File: src/rtl/kgd_pkg.sv
// ----------------------------------------------------------------------------
// kgd_pkg
// shared types and constants of the key gesture detector
// ----------------------------------------------------------------------------
package kgd_pkg;

	localparam int NUM_KEYS    = 4;
	localparam int MAX_RESULTS = 3;
	localparam int Q_DEPTH     = 2;
	localparam int Q_PTR_W     = (Q_DEPTH > 1) ? $clog2(Q_DEPTH) : 1;
	localparam int Q_CNT_W     = $clog2(Q_DEPTH + 1);

	localparam logic [15:0] DOUBLE_WAIT_RST = 16'd300;
	localparam logic [15:0] LONG_PRESS_RST  = 16'd1000;
	localparam logic [15:0] REPEAT_RST      = 16'd200;

	// register indexes
	localparam logic [1:0] REG_DOUBLE_WAIT = 2'd0;
	localparam logic [1:0] REG_LONG_PRESS  = 2'd1;
	localparam logic [1:0] REG_REPEAT      = 2'd2;

	// gesture codes
	localparam logic [1:0] G_SINGLE = 2'd0;
	localparam logic [1:0] G_DOUBLE = 2'd1;
	localparam logic [1:0] G_LONG   = 2'd2;
	localparam logic [1:0] G_REPEAT = 2'd3;

	typedef struct packed {
		logic [15:0] double_wait;
		logic [15:0] long_press;
		logic [15:0] rpt;
	} cfg_t;

	typedef struct packed {
		logic [1:0] key_index;
		logic [1:0] gesture;
	} res_t;

	// all results caused by one request
	typedef struct packed {
		logic [1:0]                  cnt;
		res_t [MAX_RESULTS-1:0]      res;
	} bundle_t;

endpackage

File: src/rtl/key_gesture_detector.sv
// ----------------------------------------------------------------------------
// key_gesture_detector
// click, double click, long press and repeat detection for up to four keys
// ----------------------------------------------------------------------------
// requests arrive on in_valid/in_stall: kind 0 is a key event, kind 1 a
// one-millisecond tick. the front updates key and timer state in the cycle a
// request is taken and queues the gestures it causes (none to three).
// the back drains the queue one gesture per cycle while out_stall is low,
// onto out_valid/out_stall; last marks the final gesture of a request.
// throughput: one request per cycle while the two-entry queue has room; the
// single output register sets the drain rate, so the gestures of a tick
// leave it one after another. while out_stall is high the output holds and
// the queue fills, then in_stall rises until space frees up.
// reset clears all key state, timers and the queue and restores the register
// defaults 300, 1000 and 200 ticks. registers sit at 0x0, 0x4, 0x8 of the
// apb port and should be written only while the block is idle.
// ----------------------------------------------------------------------------
module key_gesture_detector import kgd_pkg::*; (
	input  logic        clk,
	input  logic        arst_n,
	input  logic        psel,
	input  logic        penable,
	input  logic        pwrite,
	input  logic [3:0]  paddr,
	input  logic [31:0] pwdata,
	output logic [31:0] prdata,
	output logic        pready,
	input  logic        in_valid,
	output logic        in_stall,
	input  logic        kind,
	input  logic [4:0]  event_type,
	input  logic [9:0]  key_code,
	input  logic [1:0]  key_value,
	output logic        out_valid,
	input  logic        out_stall,
	output logic [1:0]  key_index,
	output logic [1:0]  gesture,
	output logic        last
);

	cfg_t    cfg_q;
	logic    wr;
	logic    acc;
	logic    push, pop, full, empty;
	bundle_t wbun, head;

	assign pready = 1'b1;
	assign wr     = psel && penable && pwrite && pready;

	always_ff @(posedge clk or negedge arst_n) begin
		if (!arst_n) begin
			cfg_q.double_wait <= DOUBLE_WAIT_RST;
			cfg_q.long_press  <= LONG_PRESS_RST;
			cfg_q.rpt         <= REPEAT_RST;
		end else if (wr) begin
			case (paddr[3:2])
				REG_DOUBLE_WAIT: cfg_q.double_wait <= pwdata[15:0];
				REG_LONG_PRESS:  cfg_q.long_press  <= pwdata[15:0];
				REG_REPEAT:      cfg_q.rpt         <= pwdata[15:0];
				default: ;
			endcase
		end
	end

	always_comb begin
		case (paddr[3:2])
			REG_DOUBLE_WAIT: prdata = {16'd0, cfg_q.double_wait};
			REG_LONG_PRESS:  prdata = {16'd0, cfg_q.long_press};
			REG_REPEAT:      prdata = {16'd0, cfg_q.rpt};
			default:         prdata = 32'd0;
		endcase
	end

	assign in_stall = full;
	assign acc      = in_valid && !in_stall;

	kgd_front u_front (
		.clk        (clk),
		.arst_n     (arst_n),
		.cfg        (cfg_q),
		.acc        (acc),
		.kind       (kind),
		.event_type (event_type),
		.key_code   (key_code),
		.key_value  (key_value),
		.push       (push),
		.bundle     (wbun)
	);

	kgd_queue u_queue (
		.clk    (clk),
		.arst_n (arst_n),
		.push   (push),
		.wdata  (wbun),
		.pop    (pop),
		.rdata  (head),
		.full   (full),
		.empty  (empty)
	);

	kgd_back u_back (
		.clk       (clk),
		.arst_n    (arst_n),
		.head      (head),
		.empty     (empty),
		.pop       (pop),
		.out_valid (out_valid),
		.out_stall (out_stall),
		.key_index (key_index),
		.gesture   (gesture),
		.last      (last)
	);

endmodule

File: src/rtl/kgd_front.sv
// ----------------------------------------------------------------------------
// kgd_front
// decodes requests, runs the per-key press state and the three shared timers
// ----------------------------------------------------------------------------
module kgd_front import kgd_pkg::*; (
	input  logic        clk,
	input  logic        arst_n,
	input  cfg_t        cfg,
	input  logic        acc,
	input  logic        kind,
	input  logic [4:0]  event_type,
	input  logic [9:0]  key_code,
	input  logic [1:0]  key_value,
	output logic        push,
	output bundle_t     bundle
);

	typedef enum logic [1:0] {
		ST_IDLE     = 2'd0,
		ST_WAIT_REL = 2'd1,
		ST_WAIT_DBL = 2'd2,
		ST_REPEAT   = 2'd3
	} press_t;

	localparam logic [4:0] EV_KEY = 5'd1;

	press_t      ps_q [4];
	logic [3:0]  held_q;
	logic        dp_q, lp_q, rp_q;
	logic [15:0] dc_q, lc_q, rc_q;
	logic [1:0]  dk_q, lk_q, rk_q;

	press_t      ps_n [4];
	logic [3:0]  held_n;
	logic        dp_n, lp_n, rp_n;
	logic [15:0] dc_n, lc_n, rc_n;
	logic [1:0]  dk_n, lk_n, rk_n;

	logic        d_exp, l_exp, r_exp;
	logic [1:0]  k;
	logic        hit;
	logic        press;
	logic [1:0]  n;
	res_t [MAX_RESULTS-1:0] res;
	logic [15:0] ld_double, ld_long, ld_rpt;

	assign ld_double = (cfg.double_wait == 16'd0) ? 16'd1 : cfg.double_wait;
	assign ld_long   = (cfg.long_press == 16'd0) ? 16'd1 : cfg.long_press;
	assign ld_rpt    = (cfg.rpt == 16'd0) ? 16'd1 : cfg.rpt;

	always_comb begin
		hit = 1'b1;
		k   = 2'd0;
		case (key_code)
			10'd11:  k = 2'd0;
			10'd2:   k = 2'd1;
			10'd3:   k = 2'd2;
			10'd4:   k = 2'd3;
			default: hit = 1'b0;
		endcase
		if (32'(k) >= NUM_KEYS) hit = 1'b0;
	end

	assign press = (key_value == 2'd1);

	always_comb begin
		ps_n   = ps_q;
		held_n = held_q;
		dp_n = dp_q; lp_n = lp_q; rp_n = rp_q;
		dc_n = dc_q; lc_n = lc_q; rc_n = rc_q;
		dk_n = dk_q; lk_n = lk_q; rk_n = rk_q;
		d_exp = 1'b0; l_exp = 1'b0; r_exp = 1'b0;
		n   = 2'd0;
		res = '0;
		if (acc && kind) begin
			if (dp_q) begin
				if (dc_n != 16'd0) dc_n = dc_n - 16'd1;
				d_exp = (dc_n == 16'd0);
			end
			if (lp_q) begin
				if (lc_n != 16'd0) lc_n = lc_n - 16'd1;
				l_exp = (lc_n == 16'd0);
			end
			if (rp_q) begin
				if (rc_n != 16'd0) rc_n = rc_n - 16'd1;
				r_exp = (rc_n == 16'd0);
			end
			if (d_exp) begin
				dp_n = 1'b0;
				if (ps_n[dk_n] == ST_WAIT_DBL) begin
					res[n] = '{key_index: dk_n, gesture: G_SINGLE};
					n = n + 2'd1;
					ps_n[dk_n] = ST_IDLE;
				end
			end
			if (l_exp) begin
				lp_n = 1'b0;
				if (ps_n[lk_n] == ST_WAIT_REL && held_n[lk_n]) begin
					res[n] = '{key_index: lk_n, gesture: G_LONG};
					n = n + 2'd1;
					ps_n[lk_n] = ST_REPEAT;
					rk_n = lk_n;
					// an expired repeat timer still counts as pending here
					if (!rp_n) begin
						rp_n = 1'b1;
						rc_n = ld_rpt;
					end
				end
			end
			if (r_exp) begin
				rp_n = 1'b0;
				if (ps_n[rk_n] == ST_REPEAT && held_n[rk_n]) begin
					res[n] = '{key_index: rk_n, gesture: G_REPEAT};
					n = n + 2'd1;
					rp_n = 1'b1;
					rc_n = ld_rpt;
				end
			end
		end else if (acc && event_type == EV_KEY && hit) begin
			held_n[k] = press;
			if (press) begin
				if (ps_q[k] == ST_IDLE) begin
					ps_n[k] = ST_WAIT_REL;
					lk_n = k;
					if (!lp_q) begin
						lp_n = 1'b1;
						lc_n = ld_long;
					end
				end else if (ps_q[k] == ST_WAIT_DBL) begin
					// cancels the double timer whatever key it serves
					dp_n = 1'b0;
					ps_n[k] = ST_IDLE;
					res[0] = '{key_index: k, gesture: G_DOUBLE};
					n = 2'd1;
				end
			end else begin
				if (ps_q[k] == ST_WAIT_REL) begin
					lp_n = 1'b0;
					ps_n[k] = ST_WAIT_DBL;
					dk_n = k;
					if (!dp_q) begin
						dp_n = 1'b1;
						dc_n = ld_double;
					end
				end else if (ps_q[k] == ST_REPEAT) begin
					rp_n = 1'b0;
					ps_n[k] = ST_IDLE;
				end
			end
		end
	end

	always_ff @(posedge clk or negedge arst_n) begin
		if (!arst_n) begin
			for (int i = 0; i < 4; i++) ps_q[i] <= ST_IDLE;
			held_q <= '0;
			dp_q <= 1'b0; lp_q <= 1'b0; rp_q <= 1'b0;
			dc_q <= '0; lc_q <= '0; rc_q <= '0;
			dk_q <= '0; lk_q <= '0; rk_q <= '0;
		end else begin
			ps_q   <= ps_n;
			held_q <= held_n;
			dp_q <= dp_n; lp_q <= lp_n; rp_q <= rp_n;
			dc_q <= dc_n; lc_q <= lc_n; rc_q <= rc_n;
			dk_q <= dk_n; lk_q <= lk_n; rk_q <= rk_n;
		end
	end

	assign push       = (n != 2'd0);
	assign bundle.cnt = n;
	assign bundle.res = res;

endmodule

File: src/rtl/kgd_queue.sv
// ----------------------------------------------------------------------------
// kgd_queue
// short queue of result bundles between the front and the back
// ----------------------------------------------------------------------------
module kgd_queue import kgd_pkg::*; (
	input  logic    clk,
	input  logic    arst_n,
	input  logic    push,
	input  bundle_t wdata,
	input  logic    pop,
	output bundle_t rdata,
	output logic    full,
	output logic    empty
);

	bundle_t              mem_q [Q_DEPTH];
	logic [Q_PTR_W-1:0]   wp_q, rp_q;
	logic [Q_CNT_W-1:0]   cnt_q;
	logic                 do_push, do_pop;

	assign full    = (cnt_q == Q_CNT_W'(Q_DEPTH));
	assign empty   = (cnt_q == '0);
	assign do_push = push && !full;
	assign do_pop  = pop && !empty;
	assign rdata   = mem_q[rp_q];

	always_ff @(posedge clk) begin
		if (do_push) mem_q[wp_q] <= wdata;
	end

	always_ff @(posedge clk or negedge arst_n) begin
		if (!arst_n) begin
			wp_q  <= '0;
			rp_q  <= '0;
			cnt_q <= '0;
		end else begin
			if (do_push)
				wp_q <= (wp_q == Q_PTR_W'(Q_DEPTH - 1)) ? '0 : wp_q + 1'b1;
			if (do_pop)
				rp_q <= (rp_q == Q_PTR_W'(Q_DEPTH - 1)) ? '0 : rp_q + 1'b1;
			cnt_q <= cnt_q + Q_CNT_W'(do_push) - Q_CNT_W'(do_pop);
		end
	end

endmodule

File: src/rtl/kgd_back.sv
// ----------------------------------------------------------------------------
// kgd_back
// drains bundles one result per cycle, while out_stall is low, into the output register
// ----------------------------------------------------------------------------
module kgd_back import kgd_pkg::*; (
	input  logic       clk,
	input  logic       arst_n,
	input  bundle_t    head,
	input  logic       empty,
	output logic       pop,
	output logic       out_valid,
	input  logic       out_stall,
	output logic [1:0] key_index,
	output logic [1:0] gesture,
	output logic       last
);

	logic [1:0] idx_q;
	logic       vld_q;
	logic       take, fin;
	res_t       cur;

	assign take = !empty && (!vld_q || !out_stall);
	assign fin  = (idx_q == head.cnt - 2'd1);
	assign pop  = take && fin;
	assign cur  = head.res[idx_q];

	always_ff @(posedge clk or negedge arst_n) begin
		if (!arst_n) begin
			idx_q <= '0;
			vld_q <= 1'b0;
		end else begin
			if (take) begin
				vld_q <= 1'b1;
				idx_q <= fin ? 2'd0 : idx_q + 2'd1;
			end else if (!out_stall) begin
				vld_q <= 1'b0;
			end
		end
	end

	always_ff @(posedge clk) begin
		if (take) begin
			key_index <= cur.key_index;
			gesture   <= cur.gesture;
			last      <= fin;
		end
	end

	assign out_valid = vld_q;

endmodule

File: config.mk
export PLATFORM = sky130hd
export DESIGN_NAME = key_gesture_detector
export DESIGN_NICKNAME = d
export VERILOG_FILES = /design/src/rtl/kgd_pkg.sv /design/src/rtl/key_gesture_detector.sv /design/src/rtl/kgd_front.sv /design/src/rtl/kgd_queue.sv /design/src/rtl/kgd_back.sv
export SDC_FILE = /design/constraint.sdc
export NUM_CORES = 1
export LEC_CHECK = 0
export ABC_AREA = 1
export BUFFER_PORTS_ARGS = -buffer_cell sky130_fd_sc_hd__buf_2
export CAP_MARGIN = 0
export CORE_UTILIZATION = 49
export CTS_CLUSTER_SIZE = 10
export DETAILED_ROUTE_END_ITERATION = 7
export PLACE_DENSITY = 0.68
export RECOVER_POWER = 100
export SLEW_MARGIN = 20
export SYNTH_ARGS = -nofsm -noshare
export SYNTH_HDL_FRONTEND = slang
export SYNTH_SLANG_ARGS = --single-unit
export TNS_END_PERCENT = 1
File: constraint.sdc
create_clock -name clk -period 5.15 [get_ports clk]
set_clock_uncertainty 0.05 [all_clocks]
set_input_delay 0.515 -clock clk [delete_from_list [all_inputs] [get_ports clk]]
set_output_delay 0.515 -clock clk [all_outputs]
set_load 0.02 [all_outputs]
Yosys cells after proc, flatten, opt, wreduce, memory -nomap -nowiden
Memory sizes are Yosys's and may differ from the RTL's. Index checks and enable logic that the tools add are counted. W data, S select, Z words.

$add $sub $neg: 11. Multipliers: 0. Divide/modulo/power cells: 0. $lt $le $gt $ge: 16. Equality and inequality tests: 31. Shifts and indexed selects: 0. Mux-type cells: 144. Bitwise gates (word level): 17. Reduce and logical (&&, ||, !) cells: 56.

Operator list (count): $mux W16 (30); $mux W8 (14); $logic_not A16 Y1 (6); $mux W12 (5); $mux W2 (26); $pmux W16 S3 (1); $reduce_bool A16 Y1 (3); $sub A16 B1 Y16 const B (3); $mux W4 (11); $mux W1 (40); $bwmux W12 (2); $eq A10 B2 Y1 const B (2); $logic_and A1 B1 Y1 (18); $lt A2 B3 Y1 const B (6); $and A8 B8 Y8 (2); $bmux W2 S2 (4); $demux W4 S2 (2); $not A8 Y8 (2); $ne A3 B3 Y1 const B (5); $reduce_and A5 Y1 (3); $demux W2 S2 (3); $eq A2 B2 Y1 const B (6); $ge A3 B3 Y1 const B (4); $not A2 Y3 (4); other kinds (36) (73).

Register bits after elaboration: 129. Latch bits: 0. Memory bits (writable): 28. ROM bits: 0. Output and inout bits: 40. Logic and storage cells: 301. Memories: 1.

Memories: u_queue.mem_q (depth 2, bits a word 14, read ports 1, clocked after Yosys merged registers in 0, write ports 1, RTL line kgd_queue.sv:16) `bundle_t mem_q [Q_DEPTH];`.

Longest topological paths before layout
Word-level depth: 31. Gate-level depth with buffers: 29. Depth with buffers taken out: 29.

By module
A second synthesis with hierarchy kept.

Cells, all modules: 1488. Area, all modules: 10676.5 um^2.

Modules (own cells, without submodules): kgd_front (times used 1, cells each 1024, area each 6495.0 um^2, seq. area each 1726.7 um^2); key_gesture_detector (times used 1, cells each 304, area each 2419.8 um^2, seq. area each 1217.4 um^2); kgd_queue (times used 1, cells each 107, area each 1292.5 um^2, seq. area each 940.9 um^2); kgd_back (times used 1, cells each 53, area each 469.2 um^2, seq. area each 225.2 um^2).

Least setup slack after synthesis
OpenSTA, ideal clock, no wires.

Kind: register to register. Start point: reg u_front.dc_q[0]. End point: mem u_queue.mem_q[1][0] (netlist name) (enable). Arrival: 3.565 ns. Required time: 4.751 ns. Path slack: 1.186 ns. Stages on the path, launching flop included: 28. Path buffers: 1. Period minus slack after synthesis: 3.964 ns. Cells stage by stage: dfrtp_1 -> inv_2 -> ha_1 -> nand3_4 -> nor2_4 -> nand2_4 -> buf_6 -> nand2_1 -> nand3_2 -> nor2_4 -> nand4_1 -> nand2_1 -> nand2_1 -> nand2_1 -> inv_2 -> nand2_4 -> nand2_4 -> inv_1 -> ha_1 -> inv_1 -> o21ai_0 -> inv_1 -> ha_1 -> nand4_1 -> nand3_1 -> nand3_2 -> nand2_1 -> inv_1.

Longest elaborated chain between the ends: 30. Elaborated cells on any way between the ends: 44. Classes of those cells: add/sub (3); eq/ne (2); mux (31); bitwise (2); reduce/logical (6).

Ends and longest elaborated chain: start: declaration (RTL line kgd_front.sv:30) `logic [15:0] dc_q, lc_q, rc_q;`; start signal: assignment (RTL line kgd_front.sv:164) `dc_q <= dc_n; lc_q <= lc_n; rc_q <= rc_n;`; $sub A16 B1 Y16 or $reduce_bool A16 Y1 (tied branches) (RTL line kgd_front.sv:77) `if (dc_n != 16'd0) dc_n = dc_n - 16'd1;`; $mux W16 * (RTL line kgd_front.sv:77); $mux W16 * (RTL line kgd_front.sv:76) `if (dp_q) begin`; $mux W16 * (RTL line kgd_front.sv:75) `if (acc && kind) begin`; $logic_not A16 Y1 * (RTL line kgd_front.sv:78) `d_exp = (dc_n == 16'd0);`; $mux W1 * (RTL line kgd_front.sv:76); $mux W1 * (RTL line kgd_front.sv:75); $mux W8 (RTL line kgd_front.sv:88) `if (d_exp) begin`; [14 not listed]; $logic_and A1 B1 Y1 (RTL line kgd_front.sv:112) `if (ps_n[rk_n] == ST_REPEAT && held_n[rk_n]) begin`; $mux W2 (RTL line kgd_front.sv:112); $mux W2 * (RTL line kgd_front.sv:110) `if (r_exp) begin`; $mux W2 * (RTL line kgd_front.sv:75); $reduce_bool A2 Y1 * (RTL line kgd_front.sv:169) `assign push = (n != 2'd0);`; $logic_and A1 B1 Y1 * (RTL line kgd_queue.sv:23) `assign do_push = push && !full;`; $mux W1 * (RTL line kgd_queue.sv:28) `if (do_push) mem_q[wp_q] <= wdata;`; $mux W1 (not written as such) * (RTL line kgd_queue.sv:28); end: declaration (RTL line kgd_queue.sv:16).

Mark *: on every way between the ends. The rest lies on a longest branch, timed or not. The select of a mux whose other input is x is not followed.

Worst setup path after layout
Start point: reg u_front.lc_q[0]. End point: mem u_queue.mem_q[1][2] (netlist name) (enable).

Longest elaborated chain between the ends: 22. Elaborated cells on any way between the ends: 30. Classes of those cells: add/sub (2); eq/ne (1); mux (21); bitwise (1); reduce/logical (5).

Ends and longest elaborated chain: start: declaration (RTL line kgd_front.sv:30); start signal: assignment (RTL line kgd_front.sv:164); $sub A16 B1 Y16 or $reduce_bool A16 Y1 (tied branches) (RTL line kgd_front.sv:81) `if (lc_n != 16'd0) lc_n = lc_n - 16'd1;`; $mux W16 * (RTL line kgd_front.sv:81); $mux W16 * (RTL line kgd_front.sv:80) `if (lp_q) begin`; $mux W16 * (RTL line kgd_front.sv:75); $logic_not A16 Y1 * (RTL line kgd_front.sv:82) `l_exp = (lc_n == 16'd0);`; $mux W1 * (RTL line kgd_front.sv:80); $mux W1 * (RTL line kgd_front.sv:75); $mux W2 (RTL line kgd_front.sv:96) `if (l_exp) begin`; [6 not listed]; $logic_and A1 B1 Y1 (RTL line kgd_front.sv:112); $mux W2 (RTL line kgd_front.sv:112); $mux W2 * (RTL line kgd_front.sv:110); $mux W2 * (RTL line kgd_front.sv:75); $reduce_bool A2 Y1 * (RTL line kgd_front.sv:169); $logic_and A1 B1 Y1 * (RTL line kgd_queue.sv:23); $mux W1 * (RTL line kgd_queue.sv:28); $mux W1 (not written as such) * (RTL line kgd_queue.sv:28).

Marked as above.

==> key figures <==
Yosys
  • Number of synthesized flops with an enable pin: 31
  • Xor/xnor share of the synthesized area: 2.29%
  • Adder-cell area share of the yosys netlist: 1.26%
  • Cell count after synthesis: roughly 1.3k
  • Post-synthesis mux area share: 0.101%
  • Seq/Total Area, Yosys: 40.8%
  • Mapped Area: 0.00993 mm²
  • Syn Area/Cell: 7.41 µm²
  • Post-synthesis async set-or-reset flop share: between 80% and 90%
  • Post-synth top flop: dfrtp_1
  • Post-synthesis simple-gate area fraction: 25.6%
  • Synth Area in Compound Gates: 19.3%
  • Synth warn: 0
  • Library cells used by synthesis: 59
  • Yosys reg bits: 155
  • Main combinational cell family by area after synthesis: simple AND/OR/NAND/NOR gates

STA
  • Final setup viols: 0
  • RSZ-0062 raised after global routing: false
  • Final worst slack: 602 ps
  • Hold Fails Final Rpt: 0
  • Fin Setup TNS: 0 ps
  • Final Cycle Share: 88.3%
  • Final Max Tran Viols: 58
  • Slew headroom: -112%
  • Fmax: 220 MHz
  • Final min period: 4550 ps
  • Worst-Margin Slew: around 3200 ps

Detailed routing
  • Drt drc: 0
  • Post-DRT Antenna Nets: 0
  • Starting DRC count in detailed routing: 734
  • Post-DR vias/cell: 5.50
  • Drt pass-1 iters: 6
  • Routed via count: 9,158
  • Routed wire length: 26.8 mm
  • Drt wl/cell: 16.1 µm

Clock tree
  • Worst-skew pair later-pin latency: 440 ps
  • Resized cells post-CTS: 0
  • H-Tree Level Count: 4
  • Clock sink total: 155
  • Clk slew on worst S/H paths: roughly 60 ps
  • Root Driver: clkbuf_16
  • Num CTS Buffers: 17
  • Post-CTS Setup Inserts: 0
  • CTS Hold Bufs: 0
  • Clock Path Buffers: 2
  • CTS tree: yes

Placement
  • Dpl ws: roughly 410 ps
  • Cells after DPL: roughly 1.6k
  • Number of port buffers: 65
  • Hpwl dp: 19.9 mm
  • GPL Wtd Cong: approximately 0.92

Cells and area
  • Final Util: 55.1%
  • Layout cells sized above 1: 9.93%
  • Area Growth Syn to Fin: 9.01%
  • ANT cells: 0
  • Number of nets in the layout: 1,458
  • FF+latch area: 0.00405 mm²
  • Fin cells: 1,665
  • Multi-input gate area: between 0.004 and 0.005 mm²
  • Fill cells: 1,917

Critical path
  • Reg-to-reg slack, setup: 600 ps
  • CP required: roughly 5200 ps
  • FF-to-FF Start: u_front.lc_q[0]$_DFFE_PN0P_
  • CP arrival: 4600 ps
  • Crit Path Category: reg -> reg
  • Reg2reg end: u_queue.mem_q[1][2]$_DFFE_PP_
  • CP Capture Type: register
  • CP startpoint kind: register
  • R2r worst-path depth: 21
  • Critical path fanouts, max: 13

Floorplan
  • Top Ports: 101
  • Die Ht: 144 µm
  • Core ar.: 0.0197 mm²
  • Initial Util: roughly 51%
  • Die width: 144 µm
  • Site Rows: 51
  • Die area: 0.0208 mm²

Outcome
  • Violated checks: capacitance limit, slew limit
  • Status: finished with violations

Global routing
  • Gr usage total: a little over a quarter
  • Largest net degree at the start of global routing: 74
  • Vias in the first global route: 8,416
  • Initial antenna violation count: 0
  • Overflow after GRT: 0
  • Global-route wire length before repair: ~43 mm

Power
  • Peak supply drop: 0.317 mV
  • PD cells: around 470 mW/mm²
  • Pleak: between 5 and 6 nW

Hold path
  • HP Class: in -> reg
  • Hold Startpoint: out_stall
  • WHS Endpoint: u_back.out_valid$_DFFE_PN0P_
  • Hold path cells: 3

Flow run
  • Max cap viols: 1
==> critical path, stage by stage (launching register included) <==
cell	delay, ps
dfrtp_1	410
inv_1	110
ha_1	190
nand3_1	210
nor2_1	200
nand2_1	170
inv_1	230
o21ai_0	200
nor2_1	130
nand4_1	90
nor3_1	210
nand4_1	230
nor2_1	310
nand2_1	180
o21ai_2	120
nand3_1	160
nand3_1	210
nand2_1	110
nand3_1	140
nand3_2	120
nand2_1	140
clkinvlp_4	280
==> layout by cell type (no fill, tap or decap), types with 5 or more instances in the layout <==
cell	Yosys	routed
clkinv_4	0	5
o211ai_1	17	20
a31oi_1	6	6
o21ai_1	12	8
clkbuf_16	0	17
inv_6	0	5
nor2_1	107	109
xor2_1	22	22
a21oi_1	54	54
o21ai_0	170	174
o22ai_1	18	18
nor3_1	16	16
conb_1	2	17
inv_1	184	182
nand2_2	7	5
o221ai_1	21	21
buf_2	8	40
nor2_4	7	5
nand2_1	313	315
dfrtp_1	111	111
nand4_1	28	28
nand3_1	40	43
ha_1	10	10
inv_2	9	9
edfxtp_1	31	31
dfstp_2	13	13
nor4_1	12	13
nor2_2	7	7
clkbuf_1	29	28
==> worst max path at each step <==
stage	startpoint	to	cells past startpoint
floorplan	u_front.dc_q[0]$_DFFE_PN0P_	u_queue.mem_q[1][0]$_DFFE_PP_	27
CTS	u_front.dc_q[0]$_DFFE_PN0P_	u_queue.mem_q[1][2]$_DFFE_PP_	28
global route	u_front.lc_q[0]$_DFFE_PN0P_	u_queue.mem_q[1][0]$_DFFE_PP_	21
detailed placement	u_front.dc_q[0]$_DFFE_PN0P_	u_queue.mem_q[1][11]$_DFFE_PP_	28
finish	u_front.lc_q[0]$_DFFE_PN0P_	u_queue.mem_q[1][2]$_DFFE_PP_	21
global placement	u_front.dc_q[0]$_DFFE_PN0P_	u_queue.mem_q[1][11]$_DFFE_PP_	28
==> cells by family (layout without fill, tap and decap cells) <==
family	after synthesis	count (layout)
and+or+nand+nor	565	565
AOI/OAI and AO/OA	326	326
buffers and inverters	255	300
DFF	155	155
xor gates and xnor gates	26	26
adders and majority gates	10	10
other	2	17
muxes	1	1
==> cell usage after synthesis, types with 3 or more instances <==
master	instances	area (µm²)
nand2_1	313	1170
inv_1	184	691
o21ai_0	170	851
dfrtp_1	111	2780
nor2_1	107	402
a21oi_1	54	270
nand3_1	40	200
edfxtp_1	31	931
clkbuf_1	29	109
nand4_1	28	175
xor2_1	22	193
o221ai_1	21	184
buf_4	18	135
o22ai_1	18	113
o211ai_1	17	128
nor3_1	16	80.1
dfstp_2	13	342
nor4_1	12	75.1
o21ai_1	12	60.1
ha_1	10	125
inv_2	9	33.8
buf_2	8	40.0
nand2_2	7	43.8
nand3_2	7	70.1
nor2_2	7	43.8
nor2_4	7	78.8
a31oi_1	6	37.5
o211ai_2	4	50.1
o21a_1	4	30.0
xnor2_1	4	35.0
a221oi_1	3	26.3
a22oi_1	3	22.5
and3_1	3	18.8
buf_1	3	11.3
buf_6	3	33.8
nand2_4	3	33.8
o21ai_2	3	26.3
or2_2	3	18.8
==> metrics by stage <==
step                      hold slack [ps]  power, mW  cell area (µm²)
final                                 273       5.04            10800
after global routing                  292       5.41            10800
after global placement                417       3.85            10400
after CTS                             130       5.06            10900
after detailed placement              425       3.88            10400
after floorplan                       169       3.34             9990
==> final cells by class <==
| cell class | instances | area share [%] |
|---|---|---|
| Clock inverter | 14 | 1.03 |
| Sequential cell | 155 | 37.4 |
| Multi-Input combinational cell | 945 | 44.6 |
| Tap cell | 265 | 3.06 |
| Inverter | 194 | 6.80 |
| Clock buffer | 18 | 3.96 |
| Timing Repair Buffer | 74 | 3.18 |
==> flip-flops by register name, indices dropped and copies added, names as in the netlist, 2 cells and up, named ones only <==
| signal | flops |
|---|---|
| u_front.rk_q | 2 |
| u_queue.mem_q | 26 |
| u_front.held_q | 4 |
| u_front.rc_q | 16 |
| u_queue.cnt_q | 2 |
| u_front.dk_q | 2 |
| u_front.lk_q | 2 |
| u_front.lc_q | 16 |
| u_back.idx_q | 2 |
| u_front.dc_q | 16 |
| cfg_q | 48 |
| u_back.gesture | 2 |
| u_back.key_index | 2 |
==> report_power, final <==
part	switching (mW)	total (mW)	internal (mW)
Combinational	1.34	2.00	0.657
Clock	0.545	1.17	0.624
Sequential	0.318	1.87	1.55
Total	2.21	5.04	2.84
==> per-layer routing <==
| layer | GRT usage, % | part of all wire, % | vias up |
|---|---|---|---|
| met5 | 0 | 0 | - |
| met4 | 11.2 | 2.8 | 0 |
| met3 | 3.84 | 5.6 | 54 |
| met2 | 42.8 | 46 | 349 |
| met1 | 37.7 | 45 | 4230 |
| li1 | - | - | 4525 |
(Power assumes the default switching activity.)
